[src/design/lsc_pkg.sv]
// Shared types and constants for the lidar scan cluster segmenter.
// No dependencies; imported by every module of the block.
`default_nettype none

package lsc_pkg;

  typedef logic signed [8:0] angle_t;
  typedef logic [15:0]       range_t;
  typedef logic [9:0]        count_t;

  localparam count_t COUNT_MAX = 10'd1023;

  // Configuration register indexes
  localparam int CFG_IDX_W = 3;
  localparam logic [CFG_IDX_W-1:0] REG_ANGLE_LOW  = 3'd0;
  localparam logic [CFG_IDX_W-1:0] REG_ANGLE_HIGH = 3'd1;
  localparam logic [CFG_IDX_W-1:0] REG_RANGE_LOW  = 3'd2;
  localparam logic [CFG_IDX_W-1:0] REG_RANGE_HIGH = 3'd3;
  localparam logic [CFG_IDX_W-1:0] REG_ANGLE_GAP  = 3'd4;
  localparam logic [CFG_IDX_W-1:0] REG_RANGE_GAP  = 3'd5;
  localparam logic [CFG_IDX_W-1:0] REG_MIN_POINTS = 3'd6;

  localparam int CFG_DATA_W = 16;

  typedef struct packed {
    angle_t      angle_low;
    angle_t      angle_high;
    range_t      range_low;
    range_t      range_high;
    logic [8:0]  angle_gap;
    range_t      range_gap;
    count_t      min_points;
  } cfg_t;

  typedef struct packed {
    angle_t nearest_angle;
    range_t nearest_range;
    angle_t left_angle;
    range_t left_range;
    angle_t right_angle;
    range_t right_range;
    count_t count;
    logic   last;
  } report_t;

  // Reports raised by one point, packed in order from rep[0]
  typedef struct packed {
    logic [1:0]        num;
    report_t [1:0]     rep;
  } push_t;

endpackage

`default_nettype wire

[src/design/lidar_scan_cluster_segmenter_top.sv]
// Lidar scan cluster segmenter: one point in per cycle, one cluster report
// out per cycle. The configuration registers live here; the cluster logic
// is in lsc_cluster and the result queue in lsc_out_fifo.
//
// Each point is processed in the cycle it is transferred, and its reports
// (none, one or two) enter a four-entry queue at the same edge. A point can
// be transferred every cycle while the queue holds two or fewer reports, so
// the block sustains one point per cycle as long as the output side takes
// reports at least as fast as they are produced; the single output port of
// the queue sets the limit of one report per cycle. Register writes are
// always taken and must come only while no point is in flight.
`default_nettype none

module lidar_scan_cluster_segmenter_top
  import lsc_pkg::*;
(
  input  wire logic                  clk,
  input  wire logic                  rst,
  input  wire logic                  cfg_valid,
  output logic                       cfg_ready,
  input  wire logic [CFG_IDX_W-1:0]  cfg_index,
  input  wire logic [CFG_DATA_W-1:0] cfg_data,
  input  wire logic                  in_valid,
  output logic                       in_ready,
  input  wire angle_t                angle_deg,
  input  wire range_t                range_mm,
  input  wire logic                  end_of_scan,
  output logic                       out_valid,
  input  wire logic                  out_ready,
  output angle_t                     nearest_angle_deg,
  output range_t                     nearest_range_mm,
  output angle_t                     left_angle_deg,
  output range_t                     left_range_mm,
  output angle_t                     right_angle_deg,
  output range_t                     right_range_mm,
  output count_t                     point_count,
  output logic                       last_of_run
);

  cfg_t    cfg;
  logic    fire;
  logic    has_room;
  push_t   push;
  report_t head;

  assign cfg_ready = 1'b1;
  assign in_ready  = has_room;
  assign fire      = in_valid && in_ready;

  always_ff @(posedge clk) begin
    if (rst) begin
      cfg.angle_low  <= -9'sd60;
      cfg.angle_high <= 9'sd60;
      cfg.range_low  <= 16'd3000;
      cfg.range_high <= 16'd4000;
      cfg.angle_gap  <= 9'd2;
      cfg.range_gap  <= 16'd150;
      cfg.min_points <= 10'd4;
    end else if (cfg_valid && cfg_ready) begin
      case (cfg_index)
        REG_ANGLE_LOW:  cfg.angle_low  <= cfg_data[8:0];
        REG_ANGLE_HIGH: cfg.angle_high <= cfg_data[8:0];
        REG_RANGE_LOW:  cfg.range_low  <= cfg_data;
        REG_RANGE_HIGH: cfg.range_high <= cfg_data;
        REG_ANGLE_GAP:  cfg.angle_gap  <= cfg_data[8:0];
        REG_RANGE_GAP:  cfg.range_gap  <= cfg_data;
        REG_MIN_POINTS: cfg.min_points <= cfg_data[9:0];
        default: ;
      endcase
    end
  end

  lsc_cluster u_cluster (
    .clk      (clk),
    .rst      (rst),
    .fire     (fire),
    .angle_in (angle_deg),
    .range_in (range_mm),
    .eos      (end_of_scan),
    .cfg      (cfg),
    .push     (push)
  );

  lsc_out_fifo u_out_fifo (
    .clk      (clk),
    .rst      (rst),
    .wr_en    (fire),
    .push     (push),
    .has_room (has_room),
    .rd_valid (out_valid),
    .rd_ready (out_ready),
    .rd_data  (head)
  );

  assign nearest_angle_deg = head.nearest_angle;
  assign nearest_range_mm  = head.nearest_range;
  assign left_angle_deg    = head.left_angle;
  assign left_range_mm     = head.left_range;
  assign right_angle_deg   = head.right_angle;
  assign right_range_mm    = head.right_range;
  assign point_count       = head.count;
  assign last_of_run       = head.last;

endmodule

`default_nettype wire

[src/design/lsc_cluster.sv]
// Per-point gating, breakpoint test and cluster state update.
// Depends on lsc_pkg; produces up to two reports per accepted point.
`default_nettype none

module lsc_cluster
  import lsc_pkg::*;
(
  input  wire logic   clk,
  input  wire logic   rst,
  input  wire logic   fire,
  input  wire angle_t angle_in,
  input  wire range_t range_in,
  input  wire logic   eos,
  input  wire cfg_t   cfg,
  output push_t       push
);

  logic   cluster_open;
  angle_t prev_angle, first_angle, min_angle;
  range_t prev_range, first_range, min_range;
  count_t cluster_count;

  logic   cluster_open_next;
  angle_t prev_angle_next, first_angle_next, min_angle_next;
  range_t prev_range_next, first_range_next, min_range_next;
  count_t cluster_count_next;

  logic              kept;
  logic signed [9:0] da_s;
  logic [9:0]        da;
  range_t            dr;
  logic              brk;
  logic              v0, v1;
  report_t           r0, r1;
  logic              open_mid;

  always_comb begin
    kept = (angle_in >= cfg.angle_low) && (angle_in <= cfg.angle_high) &&
           (range_in > cfg.range_low) && (range_in < cfg.range_high);
    da_s = 10'(angle_in) - 10'(prev_angle);
    da   = da_s[9] ? 10'(-da_s) : 10'(da_s);
    dr   = (range_in > prev_range) ? range_in - prev_range : prev_range - range_in;
    brk  = cluster_open && kept &&
           ((da > {1'b0, cfg.angle_gap}) || (dr > cfg.range_gap));

    // Report of the cluster closed by a break
    r0 = '{min_angle, min_range, first_angle, first_range,
           prev_angle, prev_range, cluster_count, 1'b0};
    v0 = brk && (cluster_count >= cfg.min_points);

    prev_angle_next    = prev_angle;
    prev_range_next    = prev_range;
    first_angle_next   = first_angle;
    first_range_next   = first_range;
    min_angle_next     = min_angle;
    min_range_next     = min_range;
    cluster_count_next = cluster_count;
    open_mid           = cluster_open;

    if (kept) begin
      if (!cluster_open || brk) begin
        open_mid           = 1'b1;
        first_angle_next   = angle_in;
        first_range_next   = range_in;
        prev_angle_next    = angle_in;
        prev_range_next    = range_in;
        min_angle_next     = angle_in;
        min_range_next     = range_in;
        cluster_count_next = count_t'(1);
      end else begin
        if (cluster_count != COUNT_MAX) begin
          cluster_count_next = cluster_count + count_t'(1);
        end
        // Tie goes to the later point
        if (range_in <= min_range) begin
          min_range_next = range_in;
          min_angle_next = angle_in;
        end
        prev_angle_next = angle_in;
        prev_range_next = range_in;
      end
    end

    // End of scan closes whatever is open after this point
    r1 = '{min_angle_next, min_range_next, first_angle_next, first_range_next,
           prev_angle_next, prev_range_next, cluster_count_next, 1'b1};
    v1 = eos && open_mid && (cluster_count_next >= cfg.min_points);
    cluster_open_next = open_mid && !eos;

    push.num = 2'(v0) + 2'(v1);
    if (v0) begin
      push.rep[0]      = r0;
      push.rep[0].last = !v1;
    end else begin
      push.rep[0] = r1;
    end
    push.rep[1] = r1;
  end

  always_ff @(posedge clk) begin
    if (rst) begin
      cluster_open <= 1'b0;
    end else if (fire) begin
      cluster_open <= cluster_open_next;
    end
  end

  always_ff @(posedge clk) begin
    if (fire) begin
      prev_angle    <= prev_angle_next;
      prev_range    <= prev_range_next;
      first_angle   <= first_angle_next;
      first_range   <= first_range_next;
      min_angle     <= min_angle_next;
      min_range     <= min_range_next;
      cluster_count <= cluster_count_next;
    end
  end

endmodule

`default_nettype wire

[src/design/lsc_out_fifo.sv]
// Four-entry result queue that takes up to two reports per cycle.
// Depends on lsc_pkg; drains one report per output transfer.
`default_nettype none

module lsc_out_fifo
  import lsc_pkg::*;
(
  input  wire logic  clk,
  input  wire logic  rst,
  input  wire logic  wr_en,
  input  wire push_t push,
  output logic       has_room,
  output logic       rd_valid,
  input  wire logic  rd_ready,
  output report_t    rd_data
);

  report_t    mem [4];
  logic [1:0] wr_ptr, rd_ptr;
  logic [2:0] fill;
  logic [1:0] wr_num;
  logic       pop;

  assign wr_num   = wr_en ? push.num : 2'd0;
  assign pop      = rd_valid && rd_ready;
  assign rd_valid = (fill != 3'd0);
  assign has_room = (fill <= 3'd2);
  assign rd_data  = mem[rd_ptr];

  always_ff @(posedge clk) begin
    if (rst) begin
      wr_ptr <= '0;
      rd_ptr <= '0;
      fill   <= '0;
    end else begin
      wr_ptr <= wr_ptr + wr_num;
      rd_ptr <= rd_ptr + 2'(pop);
      fill   <= fill + 3'(wr_num) - 3'(pop);
    end
  end

  always_ff @(posedge clk) begin
    if (wr_num != 2'd0) begin
      mem[wr_ptr] <= push.rep[0];
    end
    if (wr_num == 2'd2) begin
      mem[wr_ptr + 2'd1] <= push.rep[1];
    end
  end

endmodule

`default_nettype wire

[config.mk]
export PLATFORM = sky130hd
export DESIGN_NAME = lidar_scan_cluster_segmenter_top
export DESIGN_NICKNAME = d
export VERILOG_FILES = /design/src/design/lsc_pkg.sv /design/src/design/lidar_scan_cluster_segmenter_top.sv /design/src/design/lsc_cluster.sv /design/src/design/lsc_out_fifo.sv
export SDC_FILE = /design/constraint.sdc
export NUM_CORES = 1
export LEC_CHECK = 0
export BUFFER_PORTS_ARGS = -buffer_cell sky130_fd_sc_hd__buf_2
export CAP_MARGIN = 20
export CORE_ASPECT_RATIO = 0.75
export CORE_UTILIZATION = 25
export DETAILED_ROUTE_END_ITERATION = 10
export HOLD_SLACK_MARGIN = 0.03
export PLACE_DENSITY = 0.4
export SYNTH_ARGS = -nofsm -noshare
export SYNTH_HDL_FRONTEND = slang
export SYNTH_SLANG_ARGS = --single-unit
[constraint.sdc]
create_clock -name clk -period 12.9 [get_ports clk]
set_input_delay 0.645 -clock clk [delete_from_list [all_inputs] [get_ports clk]]
set_output_delay 0.645 -clock clk [all_outputs]
set_load 0.02 [all_outputs]
# After elaboration in Yosys (flattened, before gate mapping)
# Memory sizes are Yosys's and may differ from the RTL's. A register that Yosys moved wholly into a read port is not among the register bits.
# Index checks and enable logic that the tools add are counted.
[totals] register_bits=178 mem_count=1 out_inout_bits=89 ramBits=344 elab_cells=101
[memory_table] name="u_out_fifo.mem" words=4 width=86 rd=1 rd_clocked_by_memory_dff=1 wr=2 line_no="lsc_out_fifo.sv:18" rtl="report_t mem [4];"
[op_classes] n_reduce_logical=26 addsub=11 eq_ne=8 n_lt_le_gt_ge=11 n_mux=26
[ops] operator="two-way mux 16 bit" count=7
[ops] operator="two-way mux 86 bit" count=1
[ops] operator="two-way mux 9 bit" count=6
[ops] operator="> comparator 16 bit" count=3
[ops] operator="two-way mux 10 bit" count=4
[ops] operator="subtractor 16 bit" count=2
[ops] operator=">= comparator 10 bit" count=2
[ops] operator="<= comparator 16 bit" count=1
[ops] operator="less-than comparator 16 bit" count=1
[ops] operator="AND reduction 2 bit" count=7
[ops] operator="logical AND 1 bit" count=11
[ops] operator="adder 10 x 1 -> 10 bit (second input constant)" count=1
[ops] operator="> comparator 10 x 9 -> 1 bit" count=1
[ops] operator="!= test 10 bit (second input constant)" count=1
[ops] operator="negation 10 bit" count=1
[ops] operator="subtractor 9 x 9 -> 10 bit" count=1
[ops] operator="equality test 3 bit (second input constant)" count=3
[ops] operator=">= comparator 9 bit" count=1
[ops] operator="<= comparator 9 bit" count=1
[ops] operator="equality test 3 x 2 -> 1 bit (second input constant)" count=2
[ops] operator="two-way mux 1 bit" count=6
[ops] operator="two-way mux 2 bit" count=2
[ops] operator="adder 3 x 2 -> 3 bit" count=1
[ops] operator="equality test 3 x 1 -> 1 bit (second input constant)" count=1
[ops] operator="12 further kinds" count=15

# Depth between registers and ports, before layout
# Gate-level depths: netlist (run 1).
[logic_depth] ltp_word=16 ltp_mapped=45 mapped_depth_nobuf=37

# Cells and area by module
# A second synthesis (run 1) with hierarchy kept.
[unflattened] cells_unflattened=2239 hier_area_um2=30281.5
[by_module_without_submodules] module="lsc_out_fifo" instances=1 area_per_inst_um2=17045.1 seq_area_each_um2=10470.0 cells_per_inst=888
[by_module_without_submodules] module="lsc_cluster" instances=1 area_per_inst_um2=9826.9 seq_area_each_um2=2572.5 cells_per_inst=1031
[by_module_without_submodules] module="lidar_scan_cluster_segmenter_top" instances=1 area_per_inst_um2=3409.5 seq_area_each_um2=1701.6 cells_per_inst=320

# Least setup slack after synthesis (run 1)
# No wires, ideal clock.
[synth_path] kind="input to register" from="input range_mm[0]" to="memory u_out_fifo.mem[3][65] in the netlist's numbering, data pin" arrival_ps=10629 setup_ps=133 path_stages=42 path_slack_ps=2138 path_cell_list="clkbuf_1 -> inv_1 -> ha_1 -> inv_1 -> fa_1 -> a21oi_1 -> o22ai_1 -> o41ai_1 -> nor2_1 -> o21bai_1 -> clkbuf_1 -> buf_2 -> mux2i_1 -> a211oi_1 -> xnor2_1 -> ha_1 -> a21o_1 -> a21oi_1 -> [6 not listed] -> clkbuf_1 -> ha_1 -> nand2b_1 -> a21oi_1 -> nor2b_1 -> o21ai_0 -> a21oi_1 -> o211ai_1 -> a21o_1 -> a21oi_1 -> ha_1 -> nor3_1 -> a21o_1 -> nand2_1 -> inv_1 -> a211o_1 -> buf_2 -> a32o_1"
[synth_rtl] element="start, declared" line_no="lidar_scan_cluster_segmenter_top.sv:26" rtl="input wire range_t range_mm,"
[synth_rtl] element="end, declared" line_no="lsc_out_fifo.sv:18"

==> report_table.html, run 1 <==
<table>
<tr><th>Metric</th><th>Value</th></tr>
<tr><th colspan="2">Logic synthesis</th></tr>
<tr><td>Warning count from the yosys run</td><td>0</td></tr>
<tr><td>Distinct cell type count after synthesis</td><td>77</td></tr>
<tr><td>Number of enable-type register cells in the synthesized netlist</td><td>425</td></tr>
<tr><td>Sequential fraction of the synthesis area</td><td>0.512</td></tr>
<tr><td>Syn nets</td><td>roughly 2800</td></tr>
<tr><td>Cell Area, Synth</td><td>28700 sq um</td></tr>
<tr><td>Count of state elements after synthesis</td><td>522</td></tr>
<tr><td>Average cell area after synthesis</td><td>about 11 sq um</td></tr>
<tr><td>Number of instances in the synthesized netlist</td><td>roughly 2600</td></tr>
<tr><td>Share of async-settable or async-resettable flops after synthesis</td><td>0</td></tr>
<tr><td>Leading register cell type out of synthesis</td><td>sky130_fd_sc_hd__edfxtp_1</td></tr>
<tr><th colspan="2">Clock tree</th></tr>
<tr><td>Post-CTS setup repair buffer count</td><td>0</td></tr>
<tr><td>Clock Tree Root</td><td>sky130_fd_sc_hd__clkbuf_16</td></tr>
<tr><td>CTS tree</td><td>done</td></tr>
<tr><td>Total clock sinks</td><td>522</td></tr>
<tr><td>Clock slew seen by the registers of the worst setup and hold paths</td><td>60 ps</td></tr>
<tr><td>CTS HTree Levels</td><td>2</td></tr>
<tr><td>Worst-Skew Late Latency</td><td>around 670 ps</td></tr>
<tr><td>Number of gates given a new drive strength after cts</td><td>0</td></tr>
<tr><td>TritonCTS Buffers</td><td>roughly 60</td></tr>
<tr><td>Max Buffers Root-to-Sink</td><td>3</td></tr>
<tr><td>CTS Hold Bufs</td><td>0</td></tr>
<tr><th colspan="2">Setup path</th></tr>
<tr><td>Required arrival time at the worst endpoint</td><td>between 10000 and 15000 ps</td></tr>
<tr><td>R2R cell count</td><td>35</td></tr>
<tr><td>Start of the worst register-to-register path</td><td>u_cluster.prev_range[0]$_DFFE_PP_</td></tr>
<tr><td>Timing endpoint of the critical path</td><td>u_out_fifo.mem[0][28]$_DFFE_PP_</td></tr>
<tr><td>Launching instance or port of the critical path</td><td>u_cluster.prev_range[0]$_DFFE_PP_</td></tr>
<tr><td>Most frequent cell on the critical path</td><td>sky130_fd_sc_hd__a21oi_1</td></tr>
<tr><td>CP arrival</td><td>11220 ps</td></tr>
<tr><td>Maximum fanout along the worst path</td><td>26</td></tr>
<tr><td>Library cell contributing the largest single delay on the critical path</td><td>sky130_fd_sc_hd__o31ai_1</td></tr>
<tr><td>Endpoint kind of the worst setup timing path</td><td>register</td></tr>
<tr><td>Kind of critical path</td><td>register to register</td></tr>
<tr><td>Setup slack on the worst flop-to-flop path</td><td>2050 ps</td></tr>
<tr><td>Endpoint of the lowest-slack register-to-register path</td><td>u_out_fifo.mem[0][28]$_DFFE_PP_</td></tr>
<tr><td>Critical path startpoint category</td><td>register</td></tr>
<tr><td>Delay contributed by the slowest stage of the critical path</td><td>approximately 900 ps</td></tr>
<tr><th colspan="2">GRT</th></tr>
<tr><td>Met3 track demand over resource in global routing</td><td>0.0233</td></tr>
<tr><td>Antenna violations before repair</td><td>7</td></tr>
<tr><td>GR met2 Demand/Resource</td><td>0.285</td></tr>
<tr><td>GRT Residual Overflow</td><td>0</td></tr>
<tr><td>Met1 routing resource usage after global routing</td><td>0.261</td></tr>
<tr><td>Global-route wire length before repair</td><td>152000 um</td></tr>
<tr><td>Total global routing track utilization</td><td>0.180</td></tr>
<tr><td>Most used routing layer</td><td>met2</td></tr>
<tr><td>Pin count of the biggest net entering global routing</td><td>between 90 and 100</td></tr>
<tr><td>Via count of the first global-routing pass</td><td>between 20000 and 25000</td></tr>
<tr><th colspan="2">Pwr</th></tr>
<tr><td>Sw Share</td><td>0.339</td></tr>
<tr><td>Total power of the final layout</td><td>between 5 and 6 mW</td></tr>
<tr><td>Clock network fraction of design power</td><td>0.333</td></tr>
<tr><td>Cell leakage power</td><td>~12 nW</td></tr>
<tr><td>Net Sw Power</td><td>1.72 mW</td></tr>
<tr><td>Maximum vdd ir drop</td><td>about 0.11 mV</td></tr>
<tr><td>Reg power frac</td><td>0.410</td></tr>
<tr><td>Combinational share of power</td><td>0.257</td></tr>
<tr><td>Pwr Density</td><td>approximately 150 nW/um^2</td></tr>
<tr><td>Int Pwr</td><td>around 3.3 mW</td></tr>
<tr><th colspan="2">STA</th></tr>
<tr><td>Final Cycle Share</td><td>0.841</td></tr>
<tr><td>Setup repair after global routing missed its margin</td><td>no</td></tr>
<tr><td>Setup violations, final</td><td>0</td></tr>
<tr><td>Setup TNS</td><td>0 ps</td></tr>
<tr><td>Worst clock skew on the final layout</td><td>a little over 30 ps</td></tr>
<tr><td>Rel. slew slack</td><td>0.268</td></tr>
<tr><td>Max Slew Vio Count</td><td>0</td></tr>
<tr><td>Maximum clock frequency</td><td>between 0.09 and 0.1 GHz</td></tr>
<tr><td>Pin slew with the least headroom to its limit</td><td>about 1100 ps</td></tr>
<tr><td>Count of endpoints failing hold in the final timing report</td><td>0</td></tr>
<tr><td>Min Clock Period, post-route</td><td>10850 ps</td></tr>
<tr><th colspan="2">Run</th></tr>
<tr><td>Number of maximum-capacitance violations</td><td>0</td></tr>
<tr><th colspan="2">Floorplan</th></tr>
<tr><td>Io pins</td><td>139</td></tr>
<tr><td>Placeable core region</td><td>roughly 110000 sq um</td></tr>
<tr><td>Area of the die</td><td>about 120000 sq um</td></tr>
<tr><td>Site row count</td><td>107</td></tr>
<tr><td>Horizontal die dimension</td><td>around 390 um</td></tr>
<tr><td>Die H</td><td>295 um</td></tr>
<tr><td>Initial Util</td><td>0.253</td></tr>
<tr><th colspan="2">Status</th></tr>
<tr><td>Outcome</td><td>completed</td></tr>
<tr><th colspan="2">Final layout</th></tr>
<tr><td>Synthesis-to-layout area growth</td><td>15.0%</td></tr>
<tr><td>Final std cell area, no fill</td><td>33000 sq um</td></tr>
<tr><td>Commonest non-fill, non-tap cells in the layout</td><td>425 x sky130_fd_sc_hd__edfxtp_1, 381 x sky130_fd_sc_hd__nand2_1, 223 x sky130_fd_sc_hd__o21ai_0</td></tr>
<tr><td>Final core utilization</td><td>0.290</td></tr>
<tr><td>Layout cell share with drive strength beyond 1</td><td>0.155</td></tr>
<tr><td>Leading cell type in the layout, fill and taps excluded</td><td>sky130_fd_sc_hd__edfxtp_1</td></tr>
<tr><td>Nets</td><td>around 2900</td></tr>
<tr><th colspan="2">Detailed routing</th></tr>
<tr><td>Overall via count from detail_route</td><td>between 20000 and 25000</td></tr>
<tr><td>Via density per instance</td><td>5.07</td></tr>
<tr><td>Wire length after detailed routing</td><td>between 100000 and 150000 um</td></tr>
<tr><td>Average detailed-routed wire length per instance</td><td>between 20 and 25 um</td></tr>
<tr><td>DRC viols</td><td>0</td></tr>
<tr><td>Pre-antenna DRT Iters</td><td>5</td></tr>
<tr><td>Detail Route Antenna Nets</td><td>0</td></tr>
<tr><td>1st-iter DRT viols</td><td>roughly 1900</td></tr>
<tr><th colspan="2">Placement</th></tr>
<tr><td>Global placement routability congestion</td><td>approximately 0.85</td></tr>
<tr><td>Buffers added on ports</td><td>around 140</td></tr>
<tr><td>Placed wire-length estimate after detailed placement</td><td>68800 um</td></tr>
<tr><td>Cell area reported after detailed placement</td><td>a little over 30000 sq um</td></tr>
<tr><th colspan="2">Min path</th></tr>
<tr><td>Worst hold-check path type</td><td>input port to register</td></tr>
</table>
[cells in the mapped netlist, types with 7 or more instances]
library cell	instances	area [sq um]
sky130_fd_sc_hd__edfxtp_1	425	12800
sky130_fd_sc_hd__nand2_1	381	1430
sky130_fd_sc_hd__inv_1	223	837
sky130_fd_sc_hd__o21ai_0	223	1120
sky130_fd_sc_hd__a21oi_1	169	846
sky130_fd_sc_hd__ha_1	159	1990
sky130_fd_sc_hd__clkbuf_1	119	447
sky130_fd_sc_hd__a32o_1	100	1000
sky130_fd_sc_hd__dfxtp_1	97	1940
sky130_fd_sc_hd__nor2_1	93	349
sky130_fd_sc_hd__mux4_2	86	1940
sky130_fd_sc_hd__mux2i_1	62	621
sky130_fd_sc_hd__nand3_1	32	160
sky130_fd_sc_hd__a21o_1	27	203
sky130_fd_sc_hd__a22o_1	26	228
sky130_fd_sc_hd__a211o_1	24	210
sky130_fd_sc_hd__buf_2	21	105
sky130_fd_sc_hd__nand4_1	21	131
sky130_fd_sc_hd__xnor2_1	21	184
sky130_fd_sc_hd__nor2b_1	18	113
sky130_fd_sc_hd__mux2_2	16	180
sky130_fd_sc_hd__nor3_1	16	80.1
sky130_fd_sc_hd__a211oi_1	11	82.6
sky130_fd_sc_hd__a31oi_1	11	68.8
sky130_fd_sc_hd__and3_1	11	68.8
sky130_fd_sc_hd__nand3b_1	11	82.6
sky130_fd_sc_hd__nand2b_1	10	62.6
sky130_fd_sc_hd__nor4_1	9	56.3
sky130_fd_sc_hd__xor2_1	9	78.8
sky130_fd_sc_hd__and2_1	8	50.1
sky130_fd_sc_hd__buf_6	8	90.1
sky130_fd_sc_hd__o211ai_1	8	60.1
sky130_fd_sc_hd__o21bai_1	7	52.6
sky130_fd_sc_hd__o31ai_1	7	52.6
[stage by stage]
stage	hold slack (ps)	setup slack, ps	instances
floorplan	436	2140	2569
global placement	443	1670	4118
detailed placement	448	1630	4118
CTS	199	2140	4227
global route	212	1330	4231
finish	232	2050	4232
[area by class of cell]
type	instances	area, sq um
Fill cell	11600	80700
Sequential cell	522	14700
Multi-Input combinational cell	1662	12500
Tap cell	1526	1910
Clock buffer	77	1600
Timing Repair Buffer	189	1150
Inverter	223	847
Clock inverter	32	289
Antenna cell	1	2.50
[cells by family (layout without fill, tap and decap cells)]
logic type,Yosys count,count (layout),synth area share
muxes,164,164,0.0954
DFF,522,522,0.512
and+or+nand+nor,634,634,0.0970
adders and majority gates,163,163,0.0721
AOI/OAI and AO/OA,669,669,0.159
xor gates and xnor gates,31,31,0.00972
buffers and inverters,385,521,0.0543
other,1,2,0.000131
[worst min path at each step]
stage | start | end | slack [ps] | depth (start not counted)
2_1_floorplan | cfg[13]$_SDFFE_PP0P_ | cfg[13]$_SDFFE_PP0P_ | 440 | 2
3_3_place_gp | cfg[41]$_SDFFE_PP0P_ | cfg[41]$_SDFFE_PP0P_ | 440 | 2
3_5_place_dp | cfg[37]$_SDFFE_PP0P_ | cfg[37]$_SDFFE_PP0P_ | 450 | 2
4_1_cts | end_of_scan | u_cluster.cluster_open$_SDFFE_PP0P_ | 200 | 2
5_1_grt | end_of_scan | u_cluster.cluster_open$_SDFFE_PP0P_ | 210 | 2
6_report | end_of_scan | u_cluster.cluster_open$_SDFFE_PP0P_ | 230 | 2
[state kept, by name (all words and copies together), names as in the netlist]
register	cells
u_cluster.prev_range	16
u_cluster.prev_angle	9
u_cluster.first_range	16
cfg	85
u_cluster.first_angle	9
u_out_fifo.mem	344
u_out_fifo.wr_ptr	2
u_cluster.min_angle	9
u_out_fifo.fill	3
u_cluster.cluster_open	1
u_cluster.cluster_count	10
u_cluster.min_range	16
u_out_fifo.rd_ptr	2
[per-layer routing]
metal	part of all wire	up-vias	wire, um
met5	0.00035	-	37
met4	0.017	6	1780
met3	0.054	112	5720
met2	0.46	691	48100
met1	0.47	10900	49900
li1	-	9726	-
[critical path: cells and delay by family (launching register included)]
kind	cells	cell delay, ps
AO/OA/AOI/OAI	17	4540
XOR/XNOR	1	160
adder cells (fa/ha/maj)	5	1520
buffers and inverters	2	320
flip-flops	1	480
multiplexers	1	410
AND/OR/NAND/NOR	9	3130
[power by group through the flow]
stage,Clock [mW],Combinational (mW),Sequential [mW]
3_5_place_dp,0,1.31,2.11
3_3_place_gp,0,1.31,2.11
6_report,1.68,1.30,2.07
4_1_cts,1.73,1.32,2.07
5_1_grt,1.79,1.43,2.09
2_1_floorplan,0,0.926,2.02
Note: power is estimated with default switching activity, not from simulation.
==> run 2: changes to the inputs <==
- PLACE_DENSITY: 0.4 -> 0.42
- clock period: 12.9 -> 9.14 ns (I/O delays scaled with it)
==> run 2 against run 1 <==
  * Hold slack got worse by 160 ps
  * Sequential power rose by 41%
  * Flip-flop and latch count is the same
  * Critical endpoint is now u_out_fifo.mem[0][69]$_DFFE_PP_
  * Global-route usage grew 0.26 points
  * Cell count rose by 1.5%
  * Die area stayed put
  * Combinational power rose by 51%
  * Total power increased by 41%
  * Clock power grew 34%
  * First-iteration DRC count grew 6.1%
  * Cell area rose by 1.5%
==> report_table.html, run 2 (synthesis results as in run 1) <==
<table>
<tr><th>Metric</th><th>Value</th></tr>
<tr><th colspan="2">Status</th></tr>
<tr><td>Outcome</td><td>completed</td></tr>
<tr><th colspan="2">Floorplan</th></tr>
<tr><td>Horizontal die dimension</td><td>393 um (unchanged)</td></tr>
<tr><td>Placeable core region</td><td>114000 sq um (unchanged)</td></tr>
<tr><td>Initial Util</td><td>0.253 (unchanged)</td></tr>
<tr><td>Site row count</td><td>107 (unchanged)</td></tr>
<tr><td>Area of the die</td><td>116000 sq um (unchanged)</td></tr>
<tr><td>Io pins</td><td>139 (unchanged)</td></tr>
<tr><td>Die H</td><td>295 um (unchanged)</td></tr>
<tr><th colspan="2">Clock tree</th></tr>
<tr><td>CTS Hold Bufs</td><td>0 (unchanged)</td></tr>
<tr><td>CTS HTree Levels</td><td>2 (unchanged)</td></tr>
<tr><td>Post-CTS setup repair buffer count</td><td>0 (unchanged)</td></tr>
<tr><td>Total clock sinks</td><td>522 (unchanged)</td></tr>
<tr><td>Max Buffers Root-to-Sink</td><td>3 (unchanged)</td></tr>
<tr><td>Clock Tree Root</td><td>sky130_fd_sc_hd__clkbuf_16</td></tr>
<tr><td>Clock slew seen by the registers of the worst setup and hold paths</td><td>70 ps (about the same)</td></tr>
<tr><td>TritonCTS Buffers</td><td>57 (-3.4%)</td></tr>
<tr><td>CTS tree</td><td>done</td></tr>
<tr><td>Worst-Skew Late Latency</td><td>660 ps (about the same)</td></tr>
<tr><th colspan="2">Final layout</th></tr>
<tr><td>Final std cell area, no fill</td><td>33500 sq um (+1.5%)</td></tr>
<tr><td>Fill cell count</td><td>11600 (-0.27%)</td></tr>
<tr><td>Leading cell type in the layout, fill and taps excluded</td><td>sky130_fd_sc_hd__edfxtp_1</td></tr>
<tr><td>Register with the most flip-flops</td><td>u_out_fifo.mem</td></tr>
<tr><td>Area of the multi-input gates</td><td>12600 sq um (+1.2%)</td></tr>
<tr><td>Max FFs per register</td><td>344 (unchanged)</td></tr>
<tr><td>Largest registers</td><td>u_out_fifo.mem x344, cfg x85</td></tr>
<tr><td>Synthesis-to-layout area growth</td><td>16.7%</td></tr>
<tr><td>Layout cell share with drive strength beyond 1</td><td>0.177 (+0.0225)</td></tr>
<tr><td>Commonest non-fill, non-tap cells in the layout</td><td>425 x sky130_fd_sc_hd__edfxtp_1, 378 x sky130_fd_sc_hd__nand2_1, 222 x sky130_fd_sc_hd__o21ai_0</td></tr>
<tr><td>Nets</td><td>2928 (+2.0%)</td></tr>
<tr><td>Flip-flop and latch area</td><td>14700 sq um (unchanged)</td></tr>
<tr><th colspan="2">Detailed routing</th></tr>
<tr><td>Wire length after detailed routing</td><td>108000 um (+2.1%)</td></tr>
<tr><td>1st-iter DRT viols</td><td>2039 (+6.1%)</td></tr>
<tr><td>Detail Route Antenna Nets</td><td>0 (unchanged)</td></tr>
<tr><td>DRC viols</td><td>0 (unchanged)</td></tr>
<tr><td>Overall via count from detail_route</td><td>21900 (+2.3%)</td></tr>
<tr><td>Via density per instance</td><td>5.11 (+0.83%)</td></tr>
<tr><td>Average detailed-routed wire length per instance</td><td>25.1 um (+0.60%)</td></tr>
<tr><td>Pre-antenna DRT Iters</td><td>6 (+1)</td></tr>
<tr><th colspan="2">GRT</th></tr>
<tr><td>Via count of the first global-routing pass</td><td>21600 (+2.5%)</td></tr>
<tr><td>Global-route wire length before repair</td><td>155000 um (+1.5%)</td></tr>
<tr><td>Pin count of the biggest net entering global routing</td><td>101 (+2.0%)</td></tr>
<tr><td>Total global routing track utilization</td><td>0.183 (+0.00256)</td></tr>
<tr><td>GRT Residual Overflow</td><td>0 (unchanged)</td></tr>
<tr><td>Antenna violations before repair</td><td>12 (+5)</td></tr>
<tr><th colspan="2">Setup path</th></tr>
<tr><td>Kind of critical path</td><td>register to register</td></tr>
<tr><td>Critical path startpoint category</td><td>register</td></tr>
<tr><td>R2R cell count</td><td>37 (+5.7%)</td></tr>
<tr><td>Delay contributed by the slowest stage of the critical path</td><td>420 ps (-460 ps)</td></tr>
<tr><td>Start of the worst register-to-register path</td><td>u_cluster.prev_range[0]$_DFFE_PP_</td></tr>
<tr><td>CP arrival</td><td>9000 ps (-2220 ps)</td></tr>
<tr><td>Maximum fanout along the worst path</td><td>25 (-3.8%)</td></tr>
<tr><td>Library cell contributing the largest single delay on the critical path</td><td>sky130_fd_sc_hd__or3b_4</td></tr>
<tr><td>Endpoint kind of the worst setup timing path</td><td>register</td></tr>
<tr><td>Required arrival time at the worst endpoint</td><td>9550 ps (-3730 ps)</td></tr>
<tr><td>Endpoint of the lowest-slack register-to-register path</td><td>u_out_fifo.mem[0][69]$_DFFE_PP_</td></tr>
<tr><td>Most frequent cell on the critical path</td><td>sky130_fd_sc_hd__a21oi_1</td></tr>
<tr><td>Launching instance or port of the critical path</td><td>u_cluster.prev_range[0]$_DFFE_PP_</td></tr>
<tr><td>Setup slack on the worst flop-to-flop path</td><td>550 ps (-1510 ps)</td></tr>
<tr><th colspan="2">Run</th></tr>
<tr><td>Number of maximum-capacitance violations</td><td>0 (unchanged)</td></tr>
<tr><th colspan="2">Placement</th></tr>
<tr><td>Placed wire-length estimate after detailed placement</td><td>72200 um (+5.0%)</td></tr>
<tr><td>Cell area reported after detailed placement</td><td>31700 sq um (+2.1%)</td></tr>
<tr><td>Global placement routability congestion</td><td>0.849 (about the same)</td></tr>
<tr><td>Buffers added on ports</td><td>137 (unchanged)</td></tr>
<tr><th colspan="2">STA</th></tr>
<tr><td>Setup violations, final</td><td>0 (unchanged)</td></tr>
<tr><td>Maximum clock frequency</td><td>0.116 GHz (+26%)</td></tr>
<tr><td>Setup repair after global routing missed its margin</td><td>no</td></tr>
<tr><td>Setup TNS</td><td>0 ps (unchanged)</td></tr>
<tr><td>Pin slew with the least headroom to its limit</td><td>1120 ps (+29.1 ps)</td></tr>
<tr><td>Final Cycle Share</td><td>0.940 (+0.0994)</td></tr>
<tr><td>Minimum hold slack</td><td>70.4 ps (-161 ps)</td></tr>
<tr><td>Max Slew Vio Count</td><td>0 (unchanged)</td></tr>
<tr><td>Worst clock skew on the final layout</td><td>34.8 ps (+4.32 ps)</td></tr>
<tr><td>Rel. slew slack</td><td>0.255 (-0.0132)</td></tr>
<tr><td>Min Clock Period, post-route</td><td>8590 ps (-2250 ps)</td></tr>
<tr><td>Count of endpoints failing hold in the final timing report</td><td>0 (unchanged)</td></tr>
<tr><th colspan="2">Min path</th></tr>
<tr><td>Hold Path Origin</td><td>end_of_scan</td></tr>
<tr><td>Hold-critical path endpoint</td><td>u_cluster.cluster_open$_SDFFE_PP0P_</td></tr>
<tr><td>Worst hold-check path type</td><td>input port to register</td></tr>
<tr><td>Hold path cells</td><td>2 (unchanged)</td></tr>
<tr><th colspan="2">Pwr</th></tr>
<tr><td>Maximum vdd ir drop</td><td>0.138 mV (+28%)</td></tr>
<tr><td>Cell leakage power</td><td>12.7 nW (+1.9%)</td></tr>
<tr><td>Pwr Density</td><td>212 nW/um^2 (+39%)</td></tr>
<tr><td>Total power of the final layout</td><td>7.12 mW (+41%)</td></tr>
</table>
==> run 2: cell count changes in the layout (fill, tap and decap cells not counted), sizes merged <==
cell | before | now
buf | 188 | 249
clkinv | 21 | 27
clkbuf | 78 | 73
diode | 1 | 5
inv | 225 | 222
bufinv | 3 | 2
==> run 2: cell type report <==
type | count | share of cell area
clock buffer | 73 | 0.0444
tap | 1526 | 0.0570
clock inverter | 34 | 0.00751
timing repair buffer | 249 | 0.0487
inverter | 223 | 0.0257
sequential | 522 | 0.439
antenna | 5 | 0.000373
multi-input combinational | 1662 | 0.377
==> run 2: metal layers <==
| layer | track usage | wire (um) | vias up |
|---|---|---|---|
| met4 | 0.0495 | 2530 | 10 |
| met3 | 0.0304 | 6660 | 136 |
| met1 | 0.262 | 50500 | 11200 |
| met2 | 0.283 | 48000 | 757 |
| li1 | - | - | 9837 |
| met5 | 0 | 70 | - |
==> run 2: repair_timing <==
item,4_1_cts,5_1_grt
setup endpoints to repair,0,203
resized for setup,0,5
endpoints found under the hold margin,0,0
==> run 2: critical path: cells and delay by family, from the launching register on <==
kind,cells,cell delay (ps)
compound gates,18,3700
xor+xnor,1,150
flops,1,410
fa+ha+maj,5,1310
simple gates,8,1730
buf+inv,4,660
mux,1,320
==> run 2: power breakdown <==
part | internal (mW) | leakage, nW | switching, mW
registers | 2.71 | 5.16 | 0.200
clock network | 1.21 | 0.842 | 1.04
logic | 0.741 | 6.70 | 1.22
total | 4.66 | 12.7 | 2.46
==> run 2: metrics by stage <==
step | cells | util | worst slack (ps)
after floorplan | 2569 | - | 6.97
after global placement | 4177 | 0.279 | 47.1
after detailed placement | 4180 | 0.279 | 160
after CTS | 4287 | 0.294 | 371
after global routing | 4289 | 0.295 | 52.6
final | 4294 | 0.295 | 547
==> run 2: worst max path at each step <==
stage / end / slack, ps / depth (start not counted)
5_1_grt: u_out_fifo.mem[0][66]$_DFFE_PP_ / 50 / 37
4_1_cts: u_out_fifo.mem[2][15]$_DFFE_PP_ / 370 / 34
3_5_place_dp: u_out_fifo.mem[2][15]$_DFFE_PP_ / 160 / 38
6_report: u_out_fifo.mem[0][69]$_DFFE_PP_ / 550 / 37
2_1_floorplan: u_out_fifo.mem[3][65]$_DFFE_PP_ / 7 / 42
3_3_place_gp: u_out_fifo.mem[1][33]$_DFFE_PP_ / 50 / 37
